<file path="src/bts_ram.sv">
// ----------------------------------------------------------------------------
// Texel RAM
// Generic single-write, dual-read memory with registered read data.
// ----------------------------------------------------------------------------
module bts_ram #(
   parameter int WIDTH = 8,
   parameter int DEPTH = 256
) (
   input  logic                     clock,
   input  logic                     wr_en,
   input  logic [$clog2(DEPTH)-1:0] wr_addr,
   input  logic [WIDTH-1:0]         wr_data,
   input  logic                     rd_en,
   input  logic [$clog2(DEPTH)-1:0] rd_addr_a,
   input  logic [$clog2(DEPTH)-1:0] rd_addr_b,
   output logic [WIDTH-1:0]         rd_data_a,
   output logic [WIDTH-1:0]         rd_data_b
);

   logic [WIDTH-1:0] mem_ff [DEPTH];
   logic [WIDTH-1:0] rd_a_ff;
   logic [WIDTH-1:0] rd_b_ff;

   always_ff @(posedge clock) begin
      if (wr_en) begin
         mem_ff[wr_addr] <= wr_data;
      end
      if (rd_en) begin
         rd_a_ff <= mem_ff[rd_addr_a];
         rd_b_ff <= mem_ff[rd_addr_b];
      end
   end

   assign rd_data_a = rd_a_ff;
   assign rd_data_b = rd_b_ff;

endmodule

</file>
<file path="config.mk">
export PLATFORM = sky130hd
export DESIGN_NAME = bts_ram
export DESIGN_NICKNAME = d
export VERILOG_FILES = /design/src/bts_ram.sv
export SDC_FILE = /design/constraint.sdc
export NUM_CORES = 2
export LEC_CHECK = 0
export BUFFER_PORTS_ARGS = -buffer_cell sky130_fd_sc_hd__buf_2
export CORE_MARGIN = 2
export CORE_UTILIZATION = 48
export DETAILED_ROUTE_END_ITERATION = 8
export GPL_TIMING_DRIVEN = 0
export SYNTH_ARGS = -nofsm -noshare
export SYNTH_HDL_FRONTEND = slang
export SYNTH_SLANG_ARGS = --single-unit
</file>
<file path="constraint.sdc">
create_clock -name clock -period 5.7 [get_ports clock]
set_input_delay 0.57 -clock clock [delete_from_list [all_inputs] [get_ports clock]]
set_output_delay 0.57 -clock clock [all_outputs]
set_load 0.1 [all_outputs]
</file>
; ---- Yosys cells after proc, flatten, opt, wreduce, memory -nomap -nowiden
; Memories as Yosys holds them, arrays and structs flattened. A register that Yosys moved wholly into a read port is not among the register bits.
; Cells that the tools add are included.
[word_totals]
register_bits = 0
ramBits = 2048
in_bits = 35
word_cells = 3
n_memories = 1
[classes]
n_mux = 2
[memory_table]
columns = memory, depth, word_bits, read_ports, rd_ports_with_merged_regs, wr, line
row1 = mem_ff, 256, 8, 2, 2, 1, 20  ; logic [WIDTH-1:0] mem_ff [DEPTH];
[op_table]
columns = operator, n
row1 = two-way mux 1 bit, 2

; ---- Logic depth before layout (Yosys ltp)
[depth]
word_depth = 2
mapped_depth = 12
depth_no_buf = 6

; ---- Least setup slack after synthesis
; OpenSTA, ideal clock, no wires.
[synth_timing]
path_kind = input-to-reg
startpoint = input rd_addr_b[0]
endpoint = register rd_b_ff[0] (netlist: rd_data_b[0]), read port of mem_ff (data pin)
path_slack_ns = 2.952
stages = 9
arrival_ns = 2.471
n_path_buf = 3
required_ns = 5.423
setup_time_ns = 0.277
path_cell_list = buf_4 > buf_6 > buf_2 > mux4_2 > mux4_2 > nand2_1 > a21oi_1 > a21oi_1 > a221oi_2
[synth_lines]
columns = element, line
row1 = "start, declared", 15  ; input logic [$clog2(DEPTH)-1:0] rd_addr_b,
row2 = "end, declared", 22  ; logic [WIDTH-1:0] rd_b_ff;

==> run metrics <==
prevailing post-synth register cell edfxtp_1; Register Area 61,980 um^2; internal power ~0.026 W; row count 165; measured slew at the worst slew-check pin 1.721 ns; Final Hold Vio Count 0; count leader, synth edfxtp_1; multi-input logic area ~33,000 um^2; CP top delay family buffers and inverters; Detail Route Antenna Nets 0; Hold Startpoint wr_data[0]; Tot GR Track Use 0.4730; global-route wire length before repair just over 600,000 um; Die Area 206,000 um^2; initial antenna violation count 70; HPWL after DPL about 340,000 um; Fmax ~160 MHz; CTS sink count around 2,100; delay of the slowest critical-path stage about 1.2 ns; Num CTS Buffers 217; die height about 450 um; grt total ovfl 0; Cell Chain, Critical Path buf_2 -> buf_2 -> buf_2 -> buf_2 -> mux4_2 -> o31ai_1 -> a211oi_1 -> nor3_1 -> nor4_2; fraction of layout cells with a size suffix above 1 0.3345; CTS tree built; PD cells approximately 320 nW/um^2; DRT Wirelength 487,300 um; clk slew on worst S/H paths about 0.06 ns; Via-to-Cell Ratio ~8.0; vias in the first global route a little under 60,000; sequential share of power 0.476; RSZ-0062 raised after global routing no; Tcrit/Tclk final 1.073; Layout Nets slightly above 5,000; Synth Register Bits ~2,100; Max Slew Vio Count 130; Filler cells between 15,000 and 20,000; H-tree depth 4; Area Growth Syn to Fin 11.70%; CP bufs+invs 4; clock power share 0.406; # setup viols final 7; peak supply drop roughly 350 uV; Mean Syn Cell Area approximately 20 um^2; Placed Instances approximately 7,600; Max stage delay cell, worst path a211oi_1; placer congestion estimate between 1 and 1.5; Comb power frac 0.118; Synth Instances 4,847; Critical Path Source rd_addr_a[1]; crit-path max FO 10; worst skew pair latency ~0.93 ns; Setup Skew around 0.03 ns; vias 64,463; NetSw between 0.009 and 0.01 W; Starting Density 0.4816; IO Pins 51; CTS Hold Bufs 0; post-synthesis cell area ~97,000 um^2; maximum clock path buffer count 3; Routed wire per std cell a little over 60 um; FF-to-FF Start mem_ff[244][4]; pin count of the biggest net entering global routing 157; hold depth 1; Unique masters post-synth 64; top cell type's share of synthesized area 0.6381; CP Depth 9; CTS Root Cell clkbuf_16; Setup crit start kind primary input; Hold WC Path Type in -> reg; post-route setup slack -0.4163 ns; DRC 0; Post-synth EDFFs ~2,100; Slew Limit Headroom -0.1476; Worst setup EP type register; WP data arrival between 6 and 7 ns; IO Port Bufs 40; synthesized net count 4,882; non-filler cells, final 8,023; max_cap viols 21; most frequent CP cell buf_2; Async SR Flop Fraction 0; synth cell count leaders 2,064 x edfxtp_1, 1,051 x mux4_2, 298 x nor2_1, 236 x mux2i_1, 137 x clkbuf_1; first-pass detailed-route iteration total 9; Yosys Warn Count 0; Core Box Area about 200,000 um^2; Finished Cell Area roughly 110,000 um^2; R2R cell count 6; Setup Crit Path Kind in -> reg; die width roughly 450 um; run status finished with violations; placed standard-cell area 101,500 um^2; largest cells by area after synthesis edfxtp_1 64%, mux4_2 24%, mux2i_1 2.4%, nor2_1 1.2%, o221ai_1 0.59%; Synth area leader edfxtp_1; post-CTS setup repair buffer count 0; Worst Path Required 6.30 ns; LEAKAGE about 34 nW; Period minus WS final 6.116 ns; failing checks max-capacitance violations, max-slew violations, negative setup slack; drt initial violations 13,838; register area share after synthesis 0.6381; Sw Ratio 0.2675
==> worst paths after layout <==
check,to,slack [ns]
worst max-delay path,rd_data_a[7],-0.42
worst min-delay path,mem_ff[246][0],0.07
worst min register to register,rd_data_a[3],1.41
worst max register to register,rd_data_a[4],1.51
==> repair_timing <==
item | in CTS | in global routing
gates resized for setup | 1 | 1
setup endpoints to repair | 1 | 1
gates cloned | 0 | 0
==> per-stage QoR <==
stage                     utilization  hold slack, ns  power, W  TNS [ns]  setup WS (ns)
after floorplan                     -          0.6689   0.01885         0          2.952
after global placement         0.4991           1.126   0.02096    -12.21         -1.344
after detailed placement       0.5032          0.9819   0.02096    -4.859         -1.014
after CTS                      0.5373         0.03663   0.03477         0         0.1186
after global routing           0.5375         0.08347   0.03542         0         0.2033
final                          0.5379         0.07081   0.03521    -1.061        -0.4163
==> registers in the layout, indices dropped and copies added, names as in the netlist <==
register and cells:
rd_data_b 8, mem_ff 2048, rd_data_a 8
==> layout make-up <==
cell class | count | share of cell area
diodes | 38 | 0.0008765
flip-flops and latches | 2064 | 0.5713
well taps | 2672 | 0.03081
inverters | 6 | 0.0002076
repair buffers | 72 | 0.008534
clock inverters | 133 | 0.01111
clock buffers | 261 | 0.05216
plain buffers | 395 | 0.02485
multi-input cells | 2382 | 0.3002
==> power by group through the flow <==
stage	Combinational [W]	Sequential [W]	Clock, W
2_1_floorplan	0.00166	0.0172	0
3_3_place_gp	0.00381	0.0172	0
3_5_place_dp	0.00386	0.0171	0
4_1_cts	0.00387	0.0168	0.0141
5_1_grt	0.00398	0.0168	0.0147
6_report	0.00415	0.0168	0.0143
==> placed cells by master, fill, tap and decap left out, types with 10 or more instances in the layout <==
cell          n
buf_6        47
buf_1        13
a211oi_1     24
mux2i_1     236
buf_4        44
nand2b_1     11
diode_2      38
nor3_1       21
buf_12       14
clkbuf_2     45
clkbuf_16   220
clkbuf_1    133
buf_16       13
nor2_2       11
nand4_1      13
a221o_1      10
and2_1       12
edfxtp_1   2064
buf_2       148
a22o_1       22
nor2b_1      27
mux2_2       38
o221ai_1     65
o211ai_1     13
buf_8        50
clkinv_2     39
o21ai_0      34
a21oi_1      79
a22oi_1      62
nand3_1      52
bufinv_16    19
mux4_2     1051
clkinv_1     64
o22ai_1      48
nand2_1     114
a221oi_1     32
nor2_1      288
==> metal layers <==
layer | vias up | part of all wire | track usage | wire (um)
met5 | - | 0.00033 | 0 | 163
met4 | 26 | 0.088 | 0.3408 | 42790
met3 | 1501 | 0.17 | 0.2301 | 81770
met2 | 6902 | 0.41 | 0.6338 | 198300
met1 | 34300 | 0.34 | 0.5959 | 164200
li1 | 21734 | - | - | -
==> cells by family (layout without fill, tap and decap cells) <==
family,count (synthesis),after routing,share of synthesized area
other,0,38,0
flip-flops,2064,2064,0.6381
buffers and inverters,401,867,0.02726
AO/OA/AOI/OAI,466,466,0.03533
AND/OR/NAND/NOR,591,591,0.02691
multiplexers,1325,1325,0.2724
Power figures use the tool's default switching activity.
